### config.mk
export PLATFORM = sky130hd
export DESIGN_NAME = rcka_isqrt
export DESIGN_NICKNAME = d
export VERILOG_FILES = /design/src/hw/rtl/rgb_color_key_alpha_core_assert.svh /design/src/hw/rtl/rcka_pkg.sv /design/src/hw/rtl/rcka_isqrt.sv
export SDC_FILE = /design/constraint.sdc
export NUM_CORES = 1
export LEC_CHECK = 0
export BUFFER_PORTS_ARGS = -buffer_cell sky130_fd_sc_hd__buf_2
export CAP_MARGIN = 20
export CORE_MARGIN = 10
export CORE_UTILIZATION = 35
export CTS_CLUSTER_DIAMETER = 40
export DETAILED_ROUTE_END_ITERATION = 16
export GPL_ROUTABILITY_DRIVEN = 0
export GPL_TIMING_DRIVEN = 0
export PLACE_DENSITY = 0.6
export SLEW_MARGIN = 20
export SYNTH_ARGS = -nofsm -noshare
export SYNTH_HDL_FRONTEND = slang
export SYNTH_SLANG_ARGS = --single-unit
export TNS_END_PERCENT = 10
### constraint.sdc
create_clock -name clock -period 3.5 [get_ports clock]
set_input_delay 0.7 -clock clock [delete_from_list [all_inputs] [get_ports clock]]
set_output_delay 0.7 -clock clock [all_outputs]
set_load 0.05 [all_outputs]
### src/hw/rtl/rgb_color_key_alpha_core_assert.svh
// assertion macros shared by the color key core
`ifndef RGB_COLOR_KEY_ALPHA_CORE_ASSERT_SVH
`define RGB_COLOR_KEY_ALPHA_CORE_ASSERT_SVH
`ifndef ASSERT_OFF
`define RCKA_ASSERT_IMP(lbl, clk, rst, ante, cons) \
   lbl: assert property (@(posedge clk) disable iff (rst) (ante) |-> (cons)) \
      else $error("rcka assertion failed");
`define RCKA_ASSERT_NXT(lbl, clk, rst, ante, cons) \
   lbl: assert property (@(posedge clk) disable iff (rst) (ante) |=> (cons)) \
      else $error("rcka assertion failed");
`else
`define RCKA_ASSERT_IMP(lbl, clk, rst, ante, cons)
`define RCKA_ASSERT_NXT(lbl, clk, rst, ante, cons)
`endif
`endif

### src/hw/rtl/rcka_pkg.sv
// types and constants of the color key core
`default_nettype none
package rcka_pkg;

   localparam int CH_W       = 8;
   localparam int FRAC_BITS  = 16;
   localparam int Q_W        = FRAC_BITS + 1;
   localparam logic [Q_W-1:0] Q_ONE = 17'h10000;
   localparam int SQ_W       = 26;
   localparam int ROOT_W     = 13;
   localparam int CSR_IDX_W  = 3;
   localparam int CSR_DATA_W = 12;
   localparam logic [9:0] DIV3_MUL = 10'd683;
   localparam int DIV3_SHIFT = 11;

   typedef enum logic [CSR_IDX_W-1:0] {
      CSR_KEY_RED   = 3'd0,
      CSR_KEY_GREEN = 3'd1,
      CSR_KEY_BLUE  = 3'd2,
      CSR_TOLERANCE = 3'd3,
      CSR_FEATHER   = 3'd4,
      CSR_SPILL     = 3'd5
   } csr_index_type;

   typedef enum logic [1:0] {
      REGION_ZERO = 2'd0,
      REGION_RAMP = 2'd1,
      REGION_ONE  = 2'd2
   } region_type;

   typedef struct packed {
      logic [CH_W-1:0] red_in;
      logic [CH_W-1:0] green_in;
      logic [CH_W-1:0] blue_in;
   } req_beat_type;

   typedef struct packed {
      logic [CH_W-1:0] red_out;
      logic [CH_W-1:0] green_out;
      logic [CH_W-1:0] blue_out;
      logic [CH_W-1:0] alpha_out;
   } rsp_beat_type;

   typedef logic [Q_W-1:0] spill_tab_type [128];

   // spill strength as a q16 fraction, percent saturated at 100
   function automatic spill_tab_type build_spill_table();
      spill_tab_type t;
      int p;
      for (int i = 0; i < 128; i++) begin
         p = (i > 100) ? 100 : i;
         t[i] = Q_W'((p * 65536) / 100);
      end
      return t;
   endfunction

   localparam spill_tab_type SPILL_TABLE = build_spill_table();

endpackage
`default_nettype wire

### src/hw/rtl/rcka_isqrt.sv
// pipelined integer square root, one result bit per stage
`default_nettype none
module rcka_isqrt #(
   parameter int SIDE_W = 40
) (
   input  wire logic                          clock,
   input  wire logic                          reset,
   input  wire logic                          en,
   input  wire logic                          src_valid,
   input  wire logic [rcka_pkg::SQ_W-1:0]     src_value,
   input  wire logic [SIDE_W-1:0]             src_side,
   output logic                               dst_valid,
   output logic [rcka_pkg::ROOT_W-1:0]        dst_root,
   output logic [SIDE_W-1:0]                  dst_side
);
   localparam int RW  = rcka_pkg::ROOT_W;
   localparam int REM_W = RW + 3;

   logic                        valid_ff [RW];
   logic [RW-1:0]               root_ff  [RW];
   logic [REM_W-1:0]            rem_ff   [RW];
   logic [rcka_pkg::SQ_W-1:0]   val_ff   [RW];
   logic [SIDE_W-1:0]           side_ff  [RW];

   for (genvar k = 0; k < RW; k++) begin : g_stage
      logic                      valid_prev;
      logic [RW-1:0]             root_prev;
      logic [REM_W-1:0]          rem_prev;
      logic [rcka_pkg::SQ_W-1:0] val_prev;
      logic [SIDE_W-1:0]         side_prev;
      logic [REM_W-1:0]          rem_sh;
      logic [REM_W-1:0]          trial;
      logic [REM_W-1:0]          rem_in;
      logic [RW-1:0]             root_in;

      if (k == 0) begin : g_first
         assign valid_prev = src_valid;
         assign root_prev  = '0;
         assign rem_prev   = '0;
         assign val_prev   = src_value;
         assign side_prev  = src_side;
      end else begin : g_next
         assign valid_prev = valid_ff[k-1];
         assign root_prev  = root_ff[k-1];
         assign rem_prev   = rem_ff[k-1];
         assign val_prev   = val_ff[k-1];
         assign side_prev  = side_ff[k-1];
      end

      // bring down the next two radicand bits and try root*4+1
      always_comb begin
         rem_sh = {rem_prev[REM_W-3:0], val_prev[2*(RW-1-k) +: 2]};
         trial  = REM_W'({root_prev, 2'b01});
         if (rem_sh >= trial) begin
            rem_in  = rem_sh - trial;
            root_in = {root_prev[RW-2:0], 1'b1};
         end else begin
            rem_in  = rem_sh;
            root_in = {root_prev[RW-2:0], 1'b0};
         end
      end

      always_ff @(posedge clock) begin
         if (reset) begin
            valid_ff[k] <= 1'b0;
         end else if (en) begin
            valid_ff[k] <= valid_prev;
         end
      end

      always_ff @(posedge clock) begin
         if (en) begin
            root_ff[k] <= root_in;
            rem_ff[k]  <= rem_in;
            val_ff[k]  <= val_prev;
            side_ff[k] <= side_prev;
         end
      end
   end

   assign dst_valid = valid_ff[RW-1];
   assign dst_root  = root_ff[RW-1];
   assign dst_side  = side_ff[RW-1];

endmodule
`default_nettype wire

==> impl_metrics.tcl, run 1 <==
set metrics [dict create \
    status "finished clean" \
    postLayoutCellArea_mm2 0.04123 \
    required_ns 3.92 \
    finalWorstSetupSlack_ns 0.4578 \
    cts_resized 0 \
    postRouteAntennaNets 0 \
    core_area_mm2 0.09828 \
    postSynthAreaPerCell_um2 18.12 \
    synth_ff_type "edfxtp_1" \
    min_period_ns 3.042 \
    syn_inst 1913 \
    yosysTopAreaCell "edfxtp_1" \
    insertion_delay_ns 0.67 \
    min_path_type "in -> reg" \
    seq_area_frac_synth_pct 80.89 \
    ir_drop_v 0.0006527 \
    crit_fanout 10 \
    start_util_pct 35.28 \
    maxSlewHeadroom_pct 50.53 \
    finalHoldViolCount 0 \
    switching_power_mw 6.457 \
    syn-cell-area_mm2 0.03467 \
    grt.overflow.total 0 \
    dpl.hpwl_um 31980 \
    clk_path_buf_depth 3 \
    drt_pass1_iterations 6 \
    synthToLayoutAreaGrowth_pct 18.93 \
    leakagePower_nw 15.06 \
    fillers 8556 \
    yosysUniqueCellTypes 69 \
    intPower_mw 21.68 \
    finalPower_mw 28.13 \
    rsz0062_at_grt "false" \
    dr_total_vias 16033 \
    finClkSkew_ns 0.01566 \
    powerDensity_mw_per_mm2 682.3 \
    die_w_um 334.7 \
    ys_ff_latch 934 \
    port_buffers 123 \
    drv_cap 0 \
    combinationalPowerShare_pct 7.8 \
    cts_root_buf "clkbuf_16" \
    drc 0 \
    synth_top_cells_by_count "934 x edfxtp_1, 124 x inv_1, 103 x ha_1" \
    grt_max_degree 157 \
    worst_setup_path_start_kind "flop" \
    async_reset_ff_share_pct 0 \
    drtIter0Drc 886 \
    core.rowCount 115 \
    cts-htree-levels 3 \
    worstMarginPinSlew_ns 0.7420 \
    avgViaCountPerCell 4.515 \
    die_area_mm2 0.1121 \
    synth_warnings 0 \
    synth_edf_count 934 \
    finalSetupTns_ns 0 \
    synth_nets 2086 \
    grtUsageTotal_pct 8.963 \
    yosysMostFrequentCell "edfxtp_1" \
    grt_pass1_vias 16688 \
    drive_above_1_share_pct 16.52 \
    antenna_found_initial 0 \
    cts_tree "done" \
    ctsHoldBuffers 0 \
    layout.nets 2337 \
    crit_arrival_ns 3.46 \
    fp.dieH_um 334.7 \
    dpl_cell_area_mm2 0.03711 \
    setup_viol 0 \
    endpoint_kind "flop" \
    clockPowerShare_pct 43.3 \
    num_antenna_cells 0 \
    wl_per_cell_um 14.23 \
    switching_share_pct 22.95 \
    cts.clk_slew.worst_paths_ns 0.06 \
    holdWs_ns 0.1794 \
    synth_top_area_share_pct 80.89 \
    cts_sinks 934 \
    io_pins 124 \
    place_ws_ns 0.4648 \
    post-route-period-util_pct 86.92 \
    numCtsBuffers 119 \
    grt_pass1_wl_um 83150 \
    seq_power_share_pct 48.9 \
    cts_setup_buffers 0 \
    synthTopCellsByArea "edfxtp_1 81%, ha_1 3.7%, xnor2_1 1.4%" \
    clock.fmax_mhz 328.7 \
    routed_wl_um 50520 \
    crit_type "reg -> reg" \
    drv_slew 0 \
]
==> critical path: stages, from the launching register on <==
cell and delay, ns:
edfxtp_1 0.40, ha_1 0.30, buf_2 0.17, a21o_1 0.19, a21o_1 0.21, o41ai_2 0.67, or2_0 0.17, buf_2 0.15
buf_6 0.16, mux2_1 0.35
==> placed cells by master, fill, tap and decap left out, types with 15 or more instances in the layout <==
| cell | count |
|---|---|
| mux2_1 | 23 |
| inv_1 | 124 |
| inv_6 | 16 |
| o21a_1 | 29 |
| nand3_1 | 24 |
| nand2b_1 | 15 |
| nor2b_1 | 21 |
| xnor2_1 | 54 |
| clkbuf_1 | 19 |
| and2_1 | 15 |
| o21ai_0 | 61 |
| buf_2 | 128 |
| xor2_1 | 44 |
| a21o_1 | 25 |
| nor2_1 | 74 |
| edfxtp_1 | 934 |
| clkbuf_16 | 119 |
| nor3_1 | 34 |
| nand2_1 | 67 |
| a21oi_1 | 60 |
| or3_1 | 23 |
| ha_1 | 103 |
==> metrics by stage <==
stage | std cells | util (%)
detailed placement | 3330 | 37.76
finish | 3551 | 41.96
global placement | 3323 | 37.55
CTS | 3551 | 41.96
global route | 3551 | 41.96
floorplan | 1913 | -
==> layout make-up <==
type,count,area [um2],share of cell area (%)
Tap cell,1287,1610,3.905
Clock buffer,130,3019,7.322
Sequential cell,934,28050,68.02
Clock inverter,91,1110,2.691
Inverter,124,465.4,1.129
Timing Repair Buffer,130,823.3,1.997
Multi-Input combinational cell,836,6040,14.65
Buffer,19,120.1,0.2913
==> flip-flops by register name, indices dropped and copies added, names as in the netlist <==
register  flops
rem_ff      154
valid_ff     13
root_ff      91
side_ff     520
val_ff      156
==> power by group through the flow <==
stage	combinational, mW	sequential (mW)	clock, mW
after floorplan	1.40	14.0	0
after global placement	2.06	14.3	0
after detailed placement	2.18	14.0	0
after CTS	2.20	13.8	12.6
after global routing	2.45	13.9	13.1
final	2.19	13.8	12.2
==> routing by layer <==
layer | track usage, % | wire length (um) | vias up
li1 | - | - | 7856
met3 | 2.722 | 2788 | 134
met5 | 0 | 0 | -
met1 | 11.04 | 22170 | 7680
met4 | 4.418 | 1718 | 0
met2 | 14.24 | 23840 | 363
==> final timing paths <==
path	startpoint	endpoint	slack (ns)	cells after the start
setup / recovery	rem_ff[2][23]	rem_ff[2][42]	0.46	9
hold / removal	src_side[18]	side_ff[0][18]	0.18	1
setup reg to reg	rem_ff[2][23]	rem_ff[2][42]	0.46	9
hold reg to reg	val_ff[2][1]	val_ff[2][27]	0.40	0
==> cells by family after synthesis <==
logic type	after synthesis	share of synthesized area, %
buffers and inverters	143	1.689
and+or+nand+nor	333	4.976
AOI/OAI and AO/OA	258	4.825
xor gates and xnor gates	98	2.476
muxes	43	1.415
DFF	934	80.89
other	1	0.01082
adders and majority gates	103	3.717
No activity file was read; power rests on OpenSTA's default activity.
==> run 2, diff against run 1 <==
CTS_CLUSTER_DIAMETER = 150   (was 40)
GPL_TIMING_DRIVEN = default   (was 0)
==> run 2 against run 1 <==
Net effect: routed wire length grew 2.1%; total power is 8.3% lower; maximum frequency is 2.3% higher; die area unchanged; register-to-register slack gained 0.07 ns; largest power group unchanged; setup slack better by 0.069 ns; utilization is 0.89 points lower; sequential share of layout area increased by 1.5 points; highest routed layer is now met5; final cell count is 1.0% lower; critical endpoint is now rem_ff[2][3]; clock skew rose by 0.018 ns; count of clock-buffer cells in the layout is 16 lower.
==> impl_metrics.tcl, run 2 (same netlist as run 1, synthesis figures left out) <==
set metrics [dict create \
    maxSlewHeadroom_pct 46.49 \
    antenna_found_initial 2 \
    cts_setup_buffers 0 \
    postLayoutCellArea_mm2 0.04036 \
    finalHoldViolCount 0 \
    cts_sinks 934 \
    endpoint_kind "flop" \
    cts_resized 0 \
    finalNonFillerCells 3514 \
    place_ws_ns 0.5897 \
    cts-htree-levels 3 \
    switching_share_pct 22.51 \
    cts_tree "done" \
    die_area_mm2 0.1121 \
    drtIter0Drc 959 \
    numCtsBuffers 95 \
    num_antenna_cells 0 \
    switching_power_mw 5.810 \
    crit_fanout 13 \
    drc 0 \
    grt_max_degree 66 \
    rsz0062_at_grt "false" \
    status "finished clean" \
    leakagePower_nw 14.66 \
    grt_pass1_wl_um 84070 \
    grt_pass1_vias 16676 \
    setup_viol 0 \
    drv_slew 0 \
    slowest_delay_ns 0.59 \
    wl_per_cell_um 14.67 \
    holdWs_ns 0.2006 \
    dpl_cell_area_mm2 0.03727 \
    fp.dieH_um 334.7 \
    drv_cap 0 \
    layout.nets 2321 \
    dp.cells 3338 \
    die_w_um 334.7 \
    dr_total_vias 16038 \
    routed_wl_um 51560 \
    synthToLayoutAreaGrowth_pct 16.40 \
    dpl.hpwl_um 33650 \
    min_path_type "in -> reg" \
    mostFrequentLayoutCell "edfxtp_1" \
    cts.clk_slew.worst_paths_ns 0.06 \
    largest_register_ffs 520 \
    worst_setup_path_start_kind "flop" \
    drt_pass1_iterations 4 \
    io_pins 124 \
    top_register "side_ff" \
    seq_power_share_pct 53.4 \
    avgViaCountPerCell 4.564 \
    finalSetupTns_ns 0 \
    grtUsageTotal_pct 9.108 \
    ir_drop_v 0.0004388 \
    drive_above_1_share_pct 14.46 \
    postRouteAntennaNets 0 \
    worstMarginPinSlew_ns 0.7966 \
    crit_type "reg -> reg" \
    most-common-layout-cells "934 x edfxtp_1, 124 x inv_1, 122 x buf_2" \
    clock.fmax_mhz 336.3 \
    combinationalPowerShare_pct 8.4 \
    clk_path_buf_depth 3 \
    ctsHoldBuffers 0 \
    powerDensity_mw_per_mm2 639.4 \
    worstPathCellList "ha_1, nand4_1, o21bai_1, a31oi_1, or3_1, mux2_1" \
    cts_root_buf "clkbuf_16" \
    clockPowerShare_pct 38.2 \
    fin_util_pct 41.07 \
    post-route-period-util_pct 84.96 \
    start_util_pct 35.28 \
    top_regs "side_ff: 520 flops, val_ff: 156 flops, rem_ff: 154 flops" \
    crit_arrival_ns 3.36 \
    intPower_mw 19.99 \
    slowest_stage "or3_1" \
    required_ns 3.89 \
    port_buffers 123 \
    finalPower_mw 25.80 \
    core_area_mm2 0.09828 \
    min_period_ns 2.973 \
    core.rowCount 115 \
    finClkSkew_ns 0.03383 \
    finalWorstSetupSlack_ns 0.5265 \
    grt.overflow.total 0 \
    insertion_delay_ns 0.67 \
]
run 2: power groups by stage:
stage	clock (mW)	sequential, mW	combinational [mW]
3_5_place_dp	0	14.0	2.17
5_1_grt	10.7	13.9	2.44
6_report	9.85	13.8	2.18
3_3_place_gp	0	14.0	2.09
4_1_cts	10.2	13.8	2.18
2_1_floorplan	0	14.0	1.40
run 2: area by class of cell:
| class | count | area [um2] |
|---|---|---|
| fill | 8619 | 57920 |
| sequential | 934 | 28050 |
| clock inverter | 62 | 619.3 |
| timing repair buffer | 157 | 1106 |
| inverter | 124 | 465.4 |
| tap | 1287 | 1610 |
| multi-input combinational | 836 | 6040 |
| clock buffer | 114 | 2470 |
run 2: worst max-delay path: cells and delay by family, from the launching register on:
kind	cells	cell delay [ns]
AND/OR/NAND/NOR	2	0.80
AO/OA/AOI/OAI	2	0.57
adder cells (fa/ha/maj)	1	0.50
flip-flops	1	0.41
multiplexers	1	0.39
run 2: worst paths after layout:
path              cells past startpoint            from  slack [ns]              to
setup / recovery                      6   rem_ff[1][52]        0.53    rem_ff[2][3]
hold / removal                        1    src_side[30]        0.20  side_ff[0][30]
setup reg to reg                      6   rem_ff[1][52]        0.53    rem_ff[2][3]
hold reg to reg                       0  side_ff[2][58]        0.40  side_ff[3][18]
run 2: metal layers:
metal / global-route usage (%) / part of all wire, % / vias up
li1: - / - / 7794
met3: 2.745 / 6.0 / 128
met5: 0 / 0.025 / -
met4: 4.172 / 3.2 / 2
met2: 14.70 / 47 / 350
met1: 11.16 / 44 / 7764
==> run 3, diff against run 2 <==
PLACE_DENSITY = 0.62   (was 0.6)
clock period = 2.4 ns   (was 3.5 ns; I/O delays follow)
==> run 3 against run 2 <==
Net effect: the flow now finishes with violations (negative setup slack); clock power increased by 50%; setup slack got worse by 0.56 ns; sequential cell count unchanged; die area unchanged; count of clock-buffer cells in the layout decreased by 5; via count increased by 5.7%; first-iteration DRC count increased by 11%; sequential power increased by 46%; maximum frequency increased by 22%; largest cell class unchanged; largest power group unchanged.
==> impl_metrics.tcl, run 3 (same netlist as run 1, synthesis figures left out) <==
set metrics [dict create \
    grt_busiest_layer "met2" \
    switching_power_mw 8.813 \
    rsz0062_at_grt "true" \
    die_area_mm2 0.1121 \
    avgViaCountPerCell 4.589 \
    dr_total_vias 16958 \
    setup_viol 21 \
    mostFrequentLayoutCell "edfxtp_1" \
    worst_setup_path_start_kind "flop" \
    core_area_mm2 0.09828 \
    crit_type "reg -> reg" \
    cts_tree "done" \
    combinationalPowerShare_pct 10.3 \
    num_antenna_cells 0 \
    drtIter0Drc 1064 \
    numCtsBuffers 96 \
    grt_max_degree 98 \
    post-route-period-util_pct 101.5 \
    switching_share_pct 22.63 \
    seq_power_share_pct 51.7 \
    min_period_ns 2.435 \
    drt_pass1_iterations 5 \
    leakagePower_nw 15.64 \
    drv_slew 0 \
    largest_register_ffs 520 \
    core.rowCount 115 \
    place_ws_ns -0.1634 \
    grt_util_met3_pct 2.480 \
    postRouteAntennaNets 0 \
    required_ns 2.80 \
    grt.overflow.total 0 \
    clk_path_buf_depth 3 \
    cpMostUsedCell "a21o_1" \
    intPower_mw 30.14 \
    grt_pass1_wl_um 88420 \
    cts_root_buf "clkbuf_16" \
    port_buffers 123 \
    slowest_delay_ns 0.40 \
    start_util_pct 35.28 \
    powerDensity_mw_per_mm2 914.3 \
    routed_wl_um 56030 \
    finalHoldViolCount 0 \
    slowest_stage "edfxtp_1" \
    fp.dieH_um 334.7 \
    top_regs "side_ff: 520 flops, val_ff: 156 flops, rem_ff: 154 flops" \
    drv_cap 0 \
    worstPathCellList "ha_1, a21o_1, a21o_1, a21oi_2, a31oi_2, or3_4, buf_6, mux2_4" \
    crit_fanout 5 \
    finalWorstSetupSlack_ns -0.03499 \
    grtUsageMet1_pct 11.65 \
    worstMarginPinSlew_ns 0.7139 \
    clockPowerShare_pct 38.0 \
    grt_pass1_vias 17601 \
    finClkSkew_ns 0.02355 \
    maxSlewHeadroom_pct 51.17 \
    die_w_um 334.7 \
    dpl.hpwl_um 35500 \
    wl_per_cell_um 15.16 \
    ir_drop_v 0.0006004 \
    cts.clk_slew.worst_paths_ns 0.06 \
    dp.cells 3447 \
    insertion_delay_ns 0.67 \
    cts_sinks 934 \
    min_path_type "in -> reg" \
    status "finished, violations left" \
    synthToLayoutAreaGrowth_pct 22.86 \
    layout.nets 2503 \
    clock.fmax_mhz 410.7 \
    drc 0 \
    finalNonFillerCells 3695 \
    drive_above_1_share_pct 22.67 \
    violations "negative setup slack" \
    most-common-layout-cells "934 x edfxtp_1, 130 x buf_4, 122 x buf_2" \
    endpoint_kind "flop" \
    cts-htree-levels 3 \
    crit_arrival_ns 2.84 \
    grtUsageTotal_pct 9.641 \
    top_register "side_ff" \
    io_pins 124 \
    gr-usage-met2_pct 15.96 \
    antenna_found_initial 0 \
]
run 3: cell types whose count changed in the layout (fill, tap and decap cells not counted), sizes merged:
cell / before / now
buf: 157 / 279
dlygate4sd3: 0 / 59
clkbuf: 114 / 109
bufinv: 8 / 11
clkinvlp: 5 / 8
clkinv: 43 / 42
run 3: layout make-up:
cell class | instances | area, um2
fill | 8397 | 55680
sequential | 934 | 28050
multi-input combinational | 836 | 6626
timing repair buffer | 338 | 2655
clock buffer | 109 | 2472
tap | 1287 | 1610
clock inverter | 67 | 721.9
inverter | 124 | 465.4
run 3: per-stage QoR:
stage	utilization (%)	cell area [um2]	hold slack [ns]	setup TNS [ns]	total power, mW
after global placement	38.82	38150	0.4001	-0.3824	23.81
after global routing	43.35	42600	0.009148	-2.537	40.64
after floorplan	-	34720	0.4003	-1.233	22.48
after detailed placement	38.82	38150	0.4045	-3.023	24.03
after CTS	42.87	42130	0.0006432	-0.1358	39.15
final	43.35	42600	0.05567	-0.3924	38.95
run 3: critical path: cells and delay by family (launching register included):
| kind | cells | cell delay (ns) |
|---|---|---|
| mux | 1 | 0.29 |
| simple gates | 1 | 0.37 |
| compound gates | 4 | 0.63 |
| buf+inv | 1 | 0.15 |
| flops | 1 | 0.40 |
| fa+ha+maj | 1 | 0.33 |
run 3: worst paths after layout:
check	depth (start not counted)	start	to	slack [ns]
max	8	rem_ff[1][51]	rem_ff[2][3]	-0.03
min	1	src_value[1]	val_ff[0][1]	0.06
max reg2reg	8	rem_ff[1][51]	rem_ff[2][3]	-0.03
min reg2reg	0	side_ff[1][43]	side_ff[2][3]	0.40
run 3: repair_timing:
item                       CTS  global route
hold endpoints to repair    59             0
hold buffers                59             0
pin swaps                    9            24
setup buffers                3             9
cloned                       0             1
setup endpoints to repair   61           104
gates resized for setup     36            80
run 3: metal layers:
layer	vias to the layer above	share of wire [%]
met3	143	4.6
met5	-	0
li1	8162	-
met2	411	49
met4	0	3.7
met1	8242	43
run 3: power groups by stage:
stage	Sequential, mW	Clock, mW	Combinational (mW)
2_1_floorplan	20.4	0	2.09
3_3_place_gp	20.4	0	3.43
3_5_place_dp	20.4	0	3.60
4_1_cts	20.1	15.3	3.78
5_1_grt	20.2	16.0	4.43
6_report	20.1	14.8	4.03
