**src/hw/rtl/rgb_color_key_alpha_core_assert.svh**
```systemverilog
// assertion macros shared by the color key core
`ifndef RGB_COLOR_KEY_ALPHA_CORE_ASSERT_SVH
`define RGB_COLOR_KEY_ALPHA_CORE_ASSERT_SVH
`ifndef ASSERT_OFF
`define RCKA_ASSERT_IMP(lbl, clk, rst, ante, cons) \
   lbl: assert property (@(posedge clk) disable iff (rst) (ante) |-> (cons)) \
      else $error("rcka assertion failed");
`define RCKA_ASSERT_NXT(lbl, clk, rst, ante, cons) \
   lbl: assert property (@(posedge clk) disable iff (rst) (ante) |=> (cons)) \
      else $error("rcka assertion failed");
`else
`define RCKA_ASSERT_IMP(lbl, clk, rst, ante, cons)
`define RCKA_ASSERT_NXT(lbl, clk, rst, ante, cons)
`endif
`endif

```
**src/hw/rtl/rcka_pkg.sv**
```systemverilog
// types and constants of the color key core
`default_nettype none
package rcka_pkg;

   localparam int CH_W       = 8;
   localparam int FRAC_BITS  = 16;
   localparam int Q_W        = FRAC_BITS + 1;
   localparam logic [Q_W-1:0] Q_ONE = 17'h10000;
   localparam int SQ_W       = 26;
   localparam int ROOT_W     = 13;
   localparam int CSR_IDX_W  = 3;
   localparam int CSR_DATA_W = 12;
   localparam logic [9:0] DIV3_MUL = 10'd683;
   localparam int DIV3_SHIFT = 11;

   typedef enum logic [CSR_IDX_W-1:0] {
      CSR_KEY_RED   = 3'd0,
      CSR_KEY_GREEN = 3'd1,
      CSR_KEY_BLUE  = 3'd2,
      CSR_TOLERANCE = 3'd3,
      CSR_FEATHER   = 3'd4,
      CSR_SPILL     = 3'd5
   } csr_index_type;

   typedef enum logic [1:0] {
      REGION_ZERO = 2'd0,
      REGION_RAMP = 2'd1,
      REGION_ONE  = 2'd2
   } region_type;

   typedef struct packed {
      logic [CH_W-1:0] red_in;
      logic [CH_W-1:0] green_in;
      logic [CH_W-1:0] blue_in;
   } req_beat_type;

   typedef struct packed {
      logic [CH_W-1:0] red_out;
      logic [CH_W-1:0] green_out;
      logic [CH_W-1:0] blue_out;
      logic [CH_W-1:0] alpha_out;
   } rsp_beat_type;

   typedef logic [Q_W-1:0] spill_tab_type [128];

   // spill strength as a q16 fraction, percent saturated at 100
   function automatic spill_tab_type build_spill_table();
      spill_tab_type t;
      int p;
      for (int i = 0; i < 128; i++) begin
         p = (i > 100) ? 100 : i;
         t[i] = Q_W'((p * 65536) / 100);
      end
      return t;
   endfunction

   localparam spill_tab_type SPILL_TABLE = build_spill_table();

endpackage
`default_nettype wire

```
**src/hw/rtl/rcka_frac_div.sv**
```systemverilog
// pipelined q16 fraction divider for num <= den, one quotient bit per stage
`default_nettype none
module rcka_frac_div #(
   parameter int W      = 12,
   parameter int SIDE_W = 24
) (
   input  wire logic                       clock,
   input  wire logic                       reset,
   input  wire logic                       en,
   input  wire logic                       src_valid,
   input  wire logic [W-1:0]               src_num,
   input  wire logic [W-1:0]               src_den,
   input  wire logic [SIDE_W-1:0]          src_side,
   output logic                            dst_valid,
   output logic [rcka_pkg::Q_W-1:0]        dst_quo,
   output logic [SIDE_W-1:0]               dst_side
);
   localparam int QW = rcka_pkg::Q_W;

   logic              valid_ff [QW];
   logic [W:0]        rem_ff   [QW];
   logic [W-1:0]      den_ff   [QW];
   logic [QW-1:0]     quo_ff   [QW];
   logic [SIDE_W-1:0] side_ff  [QW];

   for (genvar k = 0; k < QW; k++) begin : g_stage
      logic              valid_prev;
      logic [W:0]        rem_sh;
      logic [W-1:0]      den_prev;
      logic [QW-1:0]     quo_prev;
      logic [SIDE_W-1:0] side_prev;
      logic [W:0]        rem_in;
      logic [QW-1:0]     quo_in;

      if (k == 0) begin : g_first
         // integer bit: no doubling on the first step
         assign valid_prev = src_valid;
         assign rem_sh     = {1'b0, src_num};
         assign den_prev   = src_den;
         assign quo_prev   = '0;
         assign side_prev  = src_side;
      end else begin : g_next
         assign valid_prev = valid_ff[k-1];
         assign rem_sh     = {rem_ff[k-1][W-1:0], 1'b0};
         assign den_prev   = den_ff[k-1];
         assign quo_prev   = quo_ff[k-1];
         assign side_prev  = side_ff[k-1];
      end

      always_comb begin
         if (rem_sh >= {1'b0, den_prev}) begin
            rem_in = rem_sh - {1'b0, den_prev};
            quo_in = {quo_prev[QW-2:0], 1'b1};
         end else begin
            rem_in = rem_sh;
            quo_in = {quo_prev[QW-2:0], 1'b0};
         end
      end

      always_ff @(posedge clock) begin
         if (reset) begin
            valid_ff[k] <= 1'b0;
         end else if (en) begin
            valid_ff[k] <= valid_prev;
         end
      end

      always_ff @(posedge clock) begin
         if (en) begin
            rem_ff[k]  <= rem_in;
            den_ff[k]  <= den_prev;
            quo_ff[k]  <= quo_in;
            side_ff[k] <= side_prev;
         end
      end
   end

   assign dst_valid = valid_ff[QW-1];
   assign dst_quo   = quo_ff[QW-1];
   assign dst_side  = side_ff[QW-1];

endmodule
`default_nettype wire

```
**config.mk**
```make
export PLATFORM = sky130hd
export DESIGN_NAME = rcka_frac_div
export DESIGN_NICKNAME = d
export VERILOG_FILES = /design/src/hw/rtl/rgb_color_key_alpha_core_assert.svh /design/src/hw/rtl/rcka_pkg.sv /design/src/hw/rtl/rcka_frac_div.sv
export SDC_FILE = /design/constraint.sdc
export NUM_CORES = 1
export LEC_CHECK = 0
export ABC_CLOCK_PERIOD_IN_PS = 3400
export BUFFER_PORTS_ARGS = -buffer_cell sky130_fd_sc_hd__buf_2
export CORE_MARGIN = 4
export CORE_UTILIZATION = 45
export DETAILED_ROUTE_END_ITERATION = 7
export GPL_TIMING_DRIVEN = 0
export SLEW_MARGIN = 10
export SYNTH_ARGS = -nofsm -noshare
export SYNTH_HDL_FRONTEND = slang
export SYNTH_SLANG_ARGS = --single-unit
```
**constraint.sdc**
```tcl
create_clock -name clock -period 3.4 [get_ports clock]
set_clock_uncertainty 0.15 [all_clocks]
set_input_delay 0 -clock clock [delete_from_list [all_inputs] [get_ports clock]]
set_output_delay 0 -clock clock [all_outputs]
set_load 0.005 [all_outputs]
```
==> results.txt, run 1 <==
----------------------------------------------------
[Finish]
  Area of combinational cells with multiple inputs ... 0.0110 mm²
  Final Core Density ... 0.529
  Final standard cell count with taps included and fillers excluded ... 4195
  Filler cell count in the final layout ... 7271
  ANT cells ... 0
  Layout Area Growth over Synthesis ... 16.5%
  Share of post-route cells with drive strength above 1 ... 0.115
  Layout Nets ... 3204
  Sequential cell area ... between 0.02 and 0.03 mm²

[Clock network]
  CTS tree ... yes
  Clk sink count ... between 900 and 1000
  Maximum count of clock buffers along a single path ... 3
  Library cell used as clock root buffer ... sky130_fd_sc_hd__clkbuf_16
  Number of buffers inserted during clock tree synthesis ... 101
  Post-cts resize count ... 0
  Number of setup buffers added after CTS ... 0
  H-tree levels ... 3
  Clock edge transition at the registers on the reported setup and hold paths ... 0.06 ns
  Latest clock arrival within the worst-skew pair ... 0.70 ns

[Detailed routing]
  Router iterations before antenna repair ... 5
  Routed len/inst ... 16.3 µm
  Via density per instance ... 5.15
  DRC violations left ... 0
  Detailed router's first-iteration violation count ... about 1100
  Total vias in the final route ... between 20000 and 25000
  Antenna Nets Post-Route ... 0
  Routed WL ... about 69000 µm

[Synth]
  Post-synthesis area per instance ... approximately 16 µm²
  Yosys top cell area share ... 0.706
  Post-synthesis cell count ... about 2600
  Number of distinct standard cells referenced by the synthesized netlist ... between 70 and 80
  Most frequent cell after synthesis ... sky130_fd_sc_hd__edfxtp_1
  Post-synth top area cell ... sky130_fd_sc_hd__edfxtp_1
  Post-synthesis sequential element count ... 962
  Number of nets in the synthesized netlist ... approximately 2900
  Most used standard cells in the synthesized netlist ... sky130_fd_sc_hd__edfxtp_1, sky130_fd_sc_hd__inv_1, sky130_fd_sc_hd__ha_1
  Sequential-to-total area share from yosys stat ... 0.706
  Synth async-reset ratio ... 0
  Synthesis Warnings ... 0
  Prevailing post-synth register cell ... sky130_fd_sc_hd__edfxtp_1
  Cell types occupying the most area after synthesis ... sky130_fd_sc_hd__edfxtp_1, sky130_fd_sc_hd__ha_1, sky130_fd_sc_hd__mux2_1, sky130_fd_sc_hd__inv_1, sky130_fd_sc_hd__xnor2_1
  Mapped cell area ... 0.0409 mm²
  Number of enable flip-flop cells after synthesis ... 962

[Placed design]
  Post-Place Setup Slack ... -0.888 ns
  Port Buf Inserts ... 93
  Placer's final routability congestion estimate ... between 0.8 and 0.9
  Post-DP HPWL ... 44400 µm
  # placed instances ... 3900

[Critical path]
  Endpoint kind of the worst setup timing path ... flip-flop
  Startpoint type of the worst setup path ... primary input
  Endpoint of the most critical register-to-register path ... rem_ff[0][76]
  Maximum fanout count along the critical path ... 120
  Worst EP arrival ... around 3.4 ns
  Source of the critical timing path ... en
  Worst R2R Start ... den_ff[0][49]
  Flop-to-flop setup slack ... 0.44 ns
  Classification of the worst setup path ... primary input to flip-flop
  Worst Setup EP ... valid_ff[7]
  Data required time of the worst path ... 3.77 ns
  Length in cells of the worst reg-to-reg path ... 9

[Min path]
  Class of the tightest hold or removal check ... primary input to flip-flop

[Power]
  Static leakage ... 18.1 nW
  Internal power component ... 27.2 mW
  Total Power ... 38.2 mW
  Proportion of total power due to net switching ... 0.290
  Share of power burned in combinational logic ... 0.279
  Max rail drop VDD ... 0.443 mV
  Cell area power density ... 802 mW/mm²
  Share of total power in the clock network ... 0.292
  Sequential power share ... 0.429
  Net switching component of the power ... roughly 11 mW

[Global route]
  Wire length of the first global-routing pass ... 112000 µm
  Overflow left after global routing ... 0
  Initial antenna violation count ... 1
  Number of global-route vias before repair ... 22600
  Maximum number of pins on one net before global-route repair ... around 130
  Total Routing Usage GR ... 0.145

[Die]
  Die Y-Extent ... around 310 µm
  Effective utilization at floorplan ... 0.454
  Total I/O pin count ... 94
  CORE AREA ... about 0.09 mm²
  Die Outline Area ... 0.0958 mm²
  Number of rows in the core area ... 110
  Overall die width ... roughly 310 µm

[STA]
  Final sum of negative setup slack ... 0 ns
  Post-layout worst setup margin ... 0.389 ns
  RSZ-0062 raised after global routing ... no
  Worst slew margin relative to its limit ... 0.514
  Actual transition at the worst max-transition pin ... 0.720 ns
  Number of slew-limit violations in the final report ... 0
  Count of endpoints failing setup in the final report ... 0
  Tcrit/Tclk final ... 0.886
  Top achievable clock speed ... 332 MHz
  Minimum period implied by the final worst setup slack ... approximately 3.0 ns
  Final count of hold timing violations ... 0

[Run status]
  Outcome ... finished, final reports clean

[Run]
  Count of max-cap constraint violations ... 0

----------------------------------------------------
==> worst min-delay path by stage <==
stage | from | end | slack, ns | cells past startpoint
finish | src_num[0] | rem_ff[0][0] | 0.08 | 4
global route | src_num[0] | rem_ff[0][0] | 0.08 | 4
CTS | en | side_ff[2][0] | -0.12 | 3
detailed placement | src_side[18] | side_ff[0][18] | 0.03 | 1
global placement | src_side[16] | side_ff[0][16] | 0.03 | 1
floorplan | src_den[0] | den_ff[0][0] | -0.05 | 0
==> kinds of logic after synthesis <==
kind of cell,synth area share
fa+ha+maj,0.0699
flops,0.706
xor+xnor,0.0238
buf+inv,0.0262
compound gates,0.0786
simple gates,0.0530
mux,0.0428
==> routing by layer <==
layer,vias to the layer above,routed length (µm),GRT usage
li1,10500,-,-
met4,0,2470,0.0650
met3,180,2810,0.0278
met1,10500,29700,0.181
met5,-,0,0
met2,400,33600,0.245
==> sequential cells by signal (all words and copies together) (netlist names) <==
register,flops
side_ff,408
den_ff,192
rem_ff,192
quo_ff,153
valid_ff,17
==> repair_timing <==
action                                  in CTS  in global routing
hold buffers                                99                  5
pin swaps                                    0                  0
hold endpoints to repair                   262                208
gates cloned                                 1                  1
endpoints found under the setup margin      10                 10
==> through the flow <==
step / cell area (µm²) / hold WS (ns)
after floorplan: 40900 / -0.0511
after global placement: 42900 / 0.0275
after detailed placement: 43100 / 0.0281
after CTS: 47600 / -0.116
after global routing: 47700 / 0.0782
final: 47700 / 0.0809
==> cells in the final DEF, fill, tap and decap left out, types with 87 or more instances in the layout <==
cell and n:
sky130_fd_sc_hd__edfxtp_1 962, sky130_fd_sc_hd__inv_1 258, sky130_fd_sc_hd__ha_1 203, sky130_fd_sc_hd__nor2_1 106, sky130_fd_sc_hd__a21oi_1 106, sky130_fd_sc_hd__mux2_1 103, sky130_fd_sc_hd__clkbuf_16 103, sky130_fd_sc_hd__o21ai_0 102
sky130_fd_sc_hd__dlygate4sd3_1 99, sky130_fd_sc_hd__buf_2 92, sky130_fd_sc_hd__xnor2_1 87
==> power groups by stage <==
stage | Sequential, mW | Clock (mW) | Combinational (mW)
2_1_floorplan | 16.3 | 0 | 8.09
3_3_place_gp | 17.0 | 0 | 10.1
3_5_place_dp | 16.7 | 0 | 10.4
4_1_cts | 16.4 | 11.6 | 10.7
5_1_grt | 16.6 | 12.1 | 11.9
6_report | 16.4 | 11.2 | 10.7
==> area by class of cell <==
cell class	count	area share
sequential	962	0.606
multi-input combinational	1385	0.230
clock buffer	118	0.0548
timing repair buffer	207	0.0393
tap	1176	0.0309
inverter	266	0.0210
clock inverter	71	0.0169
buffer	10	0.00150
==> worst max-delay path, stage by stage <==
cell	delay (ns)
sky130_fd_sc_hd__dlygate4sd3_1	0.57
sky130_fd_sc_hd__buf_8	0.11
sky130_fd_sc_hd__buf_16	0.12
sky130_fd_sc_hd__buf_16	0.12
sky130_fd_sc_hd__buf_16	0.36
sky130_fd_sc_hd__buf_16	0.32
sky130_fd_sc_hd__buf_16	0.40
sky130_fd_sc_hd__buf_16	0.34
sky130_fd_sc_hd__nor2b_1	0.38
sky130_fd_sc_hd__clkbuf_1	0.27
sky130_fd_sc_hd__and2_1	0.17
No activity file was read; power rests on OpenSTA's default activity.
==> inputs of run 2 (changes only) <==
- PLACE_DENSITY_LB_ADDON: not set -> 0.08
- SLEW_MARGIN: 10 -> not set
==> run 2 against run 1 <==
Net effect:
- flip-flop and latch count stayed put
- clock power is 4% lower
- routed wire length is 0.28% higher
- non-clock buffer count is 11 lower
- count of clock-buffer cells in the layout is 1 higher
- critical path depth is 3 lower
- sequential power hardly changed
- hold slack better by 0.019 ns
- critical path type is now flip-flop to flip-flop
- highest routed layer unchanged
==> results.txt, run 2 (synthesis gave the netlist of run 1 again) <==
----------------------------------------------------
[Power]
  Cell area power density ... 801 mW/mm² (about the same)
  Static leakage ... 18.0 nW (-0.87%)
  Share of power burned in combinational logic ... 0.282 (+0.003)
  Net switching component of the power ... 11.0 mW (-0.25%)
  Share of total power in the clock network ... 0.285 (-0.007)
  Internal power component ... 26.9 mW (-0.98%)
  Proportion of total power due to net switching ... 0.291 (+0.00151)
  Sequential power share ... 0.434 (+0.005)
  Max rail drop VDD ... 0.414 mV (-6.6%)

[Detailed routing]
  DRC violations left ... 0 (unchanged)
  Router iterations before antenna repair ... 5 (unchanged)
  Detailed router's first-iteration violation count ... 1533 (+34%)
  Antenna Nets Post-Route ... 0 (unchanged)
  Via density per instance ... 5.12 (-0.47%)
  Routed WL ... 68700 µm (+0.28%)
  Total vias in the final route ... 21400 (-0.81%)
  Routed len/inst ... 16.4 µm (+0.61%)

[Placed design]
  Instance area after placement ... 0.0431 mm² (about the same)
  Post-DP HPWL ... 46200 µm (+4.2%)
  Placer's final routability congestion estimate ... 0.879 (-1.6%)
  Port Buf Inserts ... 93 (unchanged)

[Critical path]
  Classification of the worst setup path ... flip-flop to flip-flop
  Endpoint kind of the worst setup timing path ... flip-flop
  Slowest cell on the critical path ... sky130_fd_sc_hd__edfxtp_1
  Cells traversed along the worst timing path ... ha_1 -> nor2b_1 -> o31a_1 -> o31ai_1 -> a21o_2 -> and2_1 -> buf_4 -> mux2_1
  Data required time of the worst path ... 3.65 ns (-0.12 ns)
  Worst EP arrival ... 3.33 ns (-0.06 ns)
  Total buffers and inverters traversed by the critical path ... 1 (-8)
  Maximum fanout count along the critical path ... 10 (-92%)
  Kind of cell with the highest combined delay on the critical path ... compound AO/OA/AOI/OAI gates
  CP max stage delay ... 0.43 ns (-0.14 ns)
  Startpoint type of the worst setup path ... flip-flop

[Die]
  Overall die width ... 310 µm (unchanged)
  Die Outline Area ... 0.0958 mm² (unchanged)
  Total I/O pin count ... 94 (unchanged)
  Effective utilization at floorplan ... 0.454 (unchanged)
  Number of rows in the core area ... 110 (unchanged)
  CORE AREA ... 0.0901 mm² (unchanged)
  Die Y-Extent ... 310 µm (unchanged)

[STA]
  Top achievable clock speed ... 325 MHz (-2.1%)
  Worst slew margin relative to its limit ... 0.498 (-0.0164)
  Count of endpoints failing setup in the final report ... 0 (unchanged)
  Tcrit/Tclk final ... 0.905 (+0.0190)
  Actual transition at the worst max-transition pin ... 0.744 ns (+0.0243 ns)
  Final sum of negative setup slack ... 0 ns (unchanged)
  RSZ-0062 raised after global routing ... no
  Minimum period implied by the final worst setup slack ... 3.08 ns (+0.0648 ns)
  Final count of hold timing violations ... 0 (unchanged)
  Number of slew-limit violations in the final report ... 0 (unchanged)

[Finish]
  Post-route design area ... 0.0474 mm² (-0.67%)
  Register ranked first by flip-flop count ... side_ff
  Largest register FFs ... 408 (unchanged)
  Layout Nets ... 3193 (-0.34%)
  Most frequent standard cell in the layout excluding fill and tap cells ... sky130_fd_sc_hd__edfxtp_1
  Layout Area Growth over Synthesis ... 15.7%
  Share of post-route cells with drive strength above 1 ... 0.110 (-0.00479)
  ANT cells ... 0 (unchanged)
  Largest registers ... side_ff: 408 flops, den_ff: 192 flops, rem_ff: 192 flops
  Commonest cells after routing, fill and taps aside ... sky130_fd_sc_hd__edfxtp_1, sky130_fd_sc_hd__inv_1, sky130_fd_sc_hd__ha_1

[Global route]
  Number of global-route vias before repair ... 22200 (-1.6%)
  Initial antenna violation count ... 0 (-1)
  Total Routing Usage GR ... 0.146 (+0.00152)
  Wire length of the first global-routing pass ... 113000 µm (+0.52%)
  Overflow left after global routing ... 0 (unchanged)
  Maximum number of pins on one net before global-route repair ... 136 (+7.9%)

[Clock network]
  Clock edge transition at the registers on the reported setup and hold paths ... 0.06 ns (about the same)
  Library cell used as clock root buffer ... sky130_fd_sc_hd__clkbuf_16
  Latest clock arrival within the worst-skew pair ... 0.67 ns (-0.03 ns)
  CTS tree ... yes
  Maximum count of clock buffers along a single path ... 3 (unchanged)
  Clk sink count ... 962 (unchanged)
  H-tree levels ... 3 (unchanged)
  Number of buffers inserted during clock tree synthesis ... 101 (unchanged)

[Run]
  Count of max-cap constraint violations ... 0 (unchanged)

[Run status]
  Outcome ... finished, final reports clean

[Min path]
  Class of the tightest hold or removal check ... primary input to flip-flop

----------------------------------------------------
==> run 2: cell types whose count changed in the layout (fill, tap and decap cells not counted), sizes merged <==
| cell | delta |
|---|---|
| buf | -6 |
| bufbuf | -1 |
| bufinv | -3 |
| clkbuf | +1 |
| clkinv | +3 |
| clkinvlp | -1 |
| dlygate4sd3 | -4 |
| inv | -3 |
==> run 2: layout make-up <==
class	count	area, µm²
Fill cell	7323	42800
Sequential cell	962	28900
Multi-Input combinational cell	1385	11000
Clock buffer	119	2620
Timing Repair Buffer	196	1650
Tap cell	1176	1470
Inverter	266	1000
Clock inverter	67	708
Buffer	10	71.3
==> run 2: path summary, 6_finish.rpt <==
| kind | slack, ns | depth (start not counted) | endpoint | from |
|---|---|---|---|---|
| min | 0.10 | 4 | rem_ff[0][0] | src_num[0] |
| max | 0.32 | 8 | rem_ff[0][176] | rem_ff[0][156] |
| max reg2reg | 0.32 | 8 | rem_ff[0][176] | rem_ff[0][156] |
| min reg2reg | 0.25 | 0 | quo_ff[1][108] | quo_ff[1][90] |
==> run 2: power groups by stage <==
stage | sequential (mW) | combinational, mW | clock, mW
6_report | 16.5 | 10.7 | 10.8
3_5_place_dp | 16.7 | 10.5 | 0
5_1_grt | 16.6 | 11.9 | 11.8
2_1_floorplan | 16.3 | 8.09 | 0
4_1_cts | 16.5 | 10.8 | 11.2
3_3_place_gp | 17.0 | 10.3 | 0
==> run 2: routing by layer <==
metal,vias to the layer above,track usage,part of all wire
met5,-,0,0
met4,0,0.0654,0.037
met3,174,0.0260,0.037
met2,354,0.245,0.49
met1,10400,0.187,0.44
li1,10500,-,-
==> run 2: worst register-to-register path, delay by kind of cell (launching register included) <==
kind / cells / cell delay, ns
AOI/OAI and AO/OA: 3 / 0.92
adders and majority gates: 1 / 0.33
buffers and inverters: 1 / 0.22
DFF: 1 / 0.43
muxes: 1 / 0.38
and+or+nand+nor: 2 / 0.39
==> run 2: repair_timing <==
item	4_1_cts	5_1_grt
setup endpoints to repair	0	1
hold endpoints to repair	192	0
buffers inserted	0	0
resized for setup	0	1
hold buffers	95	0
==> run 2: stage by stage <==
step           power, mW  utilization  std cells  hold WS [ns]  setup WS [ns]
6_report            37.9        0.526       4181         0.100          0.324
5_1_grt             40.4        0.526       4181         0.130          0.139
4_1_cts             38.5        0.525       4180        0.0220         0.0849
3_5_place_dp        27.3        0.478       3899        0.0281          0.339
3_3_place_gp        27.3        0.476       3892        0.0261         -12.97
2_1_floorplan       24.4            -       2623       -0.0511          0.759
==> inputs of run 3 (changes only) <==
- CELL_PAD_IN_SITES_DETAIL_PLACEMENT: not set -> 1
- CELL_PAD_IN_SITES_GLOBAL_PLACEMENT: not set -> 1
==> run 3 against run 2 <==
Net effect:
- the flow now finishes with violations (negative hold slack)
- routed wire length grew 8.0%
- total power fell by 0.21%
- final cell count shrank 0.19%
- flip-flop and latch count stayed put
- count of clock-buffer cells in the layout is the same
- die area did not move
- via count grew 0.32%
- sequential power barely moved
- fmax hardly changed
- utilization shrank 0.11 points
- critical endpoint unchanged
- largest cell class unchanged
- largest power group unchanged
==> results.txt, run 3 (synthesis gave the netlist of run 1 again) <==
----------------------------------------------------
[Clock network]
  Number of buffers added to fix hold violations after cts ... 91 (-4.2%)
  Latest clock arrival within the worst-skew pair ... 0.71 ns (+0.04 ns)
  Number of buffers inserted during clock tree synthesis ... 101 (unchanged)
  Clock edge transition at the registers on the reported setup and hold paths ... 0.06 ns (about the same)
  Number of setup buffers added after CTS ... 0 (unchanged)
  H-tree levels ... 3 (unchanged)
  CTS tree ... yes
  Clk sink count ... 962 (unchanged)
  Maximum count of clock buffers along a single path ... 3 (unchanged)
  Library cell used as clock root buffer ... sky130_fd_sc_hd__clkbuf_16

[Critical path]
  Data required time of the worst path ... 3.66 ns (about the same)
  Kind of cell with the highest combined delay on the critical path ... compound AO/OA/AOI/OAI gates
  Classification of the worst setup path ... flip-flop to flip-flop
  Startpoint type of the worst setup path ... flip-flop
  CP max stage delay ... 0.45 ns (+0.02 ns)
  Slowest cell on the critical path ... sky130_fd_sc_hd__edfxtp_1
  Endpoint kind of the worst setup timing path ... flip-flop
  Maximum fanout count along the critical path ... 10 (unchanged)
  Cells traversed along the worst timing path ... inv_1 -> ha_1 -> nor2b_1 -> o31a_1 -> o31ai_2 -> a21o_2 -> and2_1 -> buf_4 -> mux2_1
  Total buffers and inverters traversed by the critical path ... 2 (+1)
  Worst EP arrival ... 3.34 ns (about the same)

[Run status]
  Outcome ... complete, but fails checks
  Failing checks ... negative hold slack

[STA]
  Worst hold margin ... -0.382 ns (-0.482 ns)
  Final count of hold timing violations ... 123 (+123)
  Post-layout worst setup margin ... 0.326 ns (+0.00218 ns)
  Top achievable clock speed ... 325 MHz (about the same)
  Minimum period implied by the final worst setup slack ... 3.07 ns (-0.00218 ns)
  Actual transition at the worst max-transition pin ... 0.731 ns (-0.0128 ns)
  Number of slew-limit violations in the final report ... 0 (unchanged)
  Tcrit/Tclk final ... 0.904 (about the same)
  Count of endpoints failing setup in the final report ... 0 (unchanged)
  Worst slew margin relative to its limit ... 0.513 (+0.0149)
  RSZ-0062 raised after global routing ... no

[Finish]
  Share of post-route cells with drive strength above 1 ... 0.110 (about the same)
  Area of combinational cells with multiple inputs ... 0.0110 mm² (about the same)
  Most frequent standard cell in the layout excluding fill and tap cells ... sky130_fd_sc_hd__edfxtp_1
  Largest register FFs ... 408 (unchanged)
  Layout Area Growth over Synthesis ... 15.5%
  ANT cells ... 0 (unchanged)
  Largest registers ... side_ff: 408 flops, den_ff: 192 flops, rem_ff: 192 flops
  Register ranked first by flip-flop count ... side_ff
  Commonest cells after routing, fill and taps aside ... sky130_fd_sc_hd__edfxtp_1, sky130_fd_sc_hd__inv_1, sky130_fd_sc_hd__ha_1
  Filler cell count in the final layout ... 8499 (+16%)
  Post-route design area ... 0.0473 mm² (-0.20%)
  Sequential cell area ... 0.0289 mm² (unchanged)
  Layout Nets ... 3190 (-0.094%)

[Detailed routing]
  DRC violations left ... 0 (unchanged)
  Antenna Nets Post-Route ... 0 (unchanged)
  Total vias in the final route ... 21500 (+0.32%)
  Routed WL ... 74300 µm (+8.0%)
  Router iterations before antenna repair ... 5 (unchanged)
  Routed length on met1 ... 32400 µm (+7.3%)
  Detailed router's first-iteration violation count ... 1208 (-21%)
  Metal3 WL ... 2500 µm (-1.2%)
  Via density per instance ... 5.15 (+0.51%)
  Routed len/inst ... 17.8 µm (+8.3%)
  Met2 wire length ... 37500 µm (+12%)
  Top routing layer in use ... met4

[Global route]
  Maximum number of pins on one net before global-route repair ... 135 (-0.74%)
  Wire length of the first global-routing pass ... 120000 µm (+6.6%)
  Overflow left after global routing ... 0 (unchanged)
  Number of global-route vias before repair ... 23100 (+3.9%)
  Total Routing Usage GR ... 0.157 (+0.0109)
  Initial antenna violation count ... 3 (+3)

[Placed design]
  Port Buf Inserts ... 93 (unchanged)
  Instance area after placement ... 0.0431 mm² (unchanged)
  Post-DP HPWL ... 50900 µm (+10%)
  Placer's final routability congestion estimate ... 0.882 (+0.31%)
  Post-Place Setup Slack ... -0.880 ns (-1.22 ns)

[Die]
  Total I/O pin count ... 94 (unchanged)
  Die Y-Extent ... 310 µm (unchanged)
  Die Outline Area ... 0.0958 mm² (unchanged)
  Number of rows in the core area ... 110 (unchanged)
  CORE AREA ... 0.0901 mm² (unchanged)
  Overall die width ... 310 µm (unchanged)
  Effective utilization at floorplan ... 0.454 (unchanged)

[Power]
  Static leakage ... 17.9 nW (-0.27%)
  Max rail drop VDD ... 0.453 mV (+9.5%)
  Cell area power density ... 801 mW/mm² (about the same)

[Run]
  Count of max-cap constraint violations ... 0 (unchanged)

[Min path]
  Class of the tightest hold or removal check ... primary input to flip-flop

----------------------------------------------------
-- run 3: report_power, final --
part | leakage, nW | total [mW] | internal (mW) | switching [mW]
registers | 9.42 | 16.5 | 15.6 | 0.874
clock network | 1.57 | 10.6 | 6.10 | 4.50
logic | 6.94 | 10.8 | 5.00 | 5.79
-- run 3: metal layers --
| metal | track usage | vias up |
|---|---|---|
| met5 | 0 | - |
| met4 | 0.0514 | 0 |
| met3 | 0.0289 | 128 |
| met2 | 0.274 | 274 |
| met1 | 0.199 | 10600 |
| li1 | - | 10400 |
-- run 3: worst paths after layout --
path / from / end / slack (ns) / cells after the start
max reg2reg: den_ff[0][145] / rem_ff[0][176] / 0.33 / 9
min: en / side_ff[0][0] / -0.38 / 1
max: den_ff[0][145] / rem_ff[0][176] / 0.33 / 9
min reg2reg: side_ff[1][56] / side_ff[1][80] / 0.25 / 0
-- run 3: metrics by stage --
step            util  hold WS, ns  setup TNS [ns]  std cells  total power [mW]
2_1_floorplan      -      -0.0511               0       2623              24.4
3_3_place_gp   0.476       0.0266               -       3892              27.3
3_5_place_dp   0.478       0.0283          -41.15       3899              27.4
4_1_cts        0.524       -0.365               0       4171              38.4
5_1_grt        0.524       -0.341               0       4173              40.3
6_report       0.524       -0.382               0       4173              37.9
-- run 3: what timing repair did --
action                                 4_1_cts  5_1_grt
gates cloned                                 0        2
resized for setup                            1        1
setup endpoints to repair                   10       11
endpoints found under the hold margin      205      123
-- run 3: cell type report --
type	instances	area share
tap	1176	0.0311
sequential	962	0.611
clock inverter	62	0.0136
clock buffer	119	0.0549
buffer	10	0.00151
inverter	266	0.0212
multi-input combinational	1385	0.232
timing repair buffer	193	0.0346
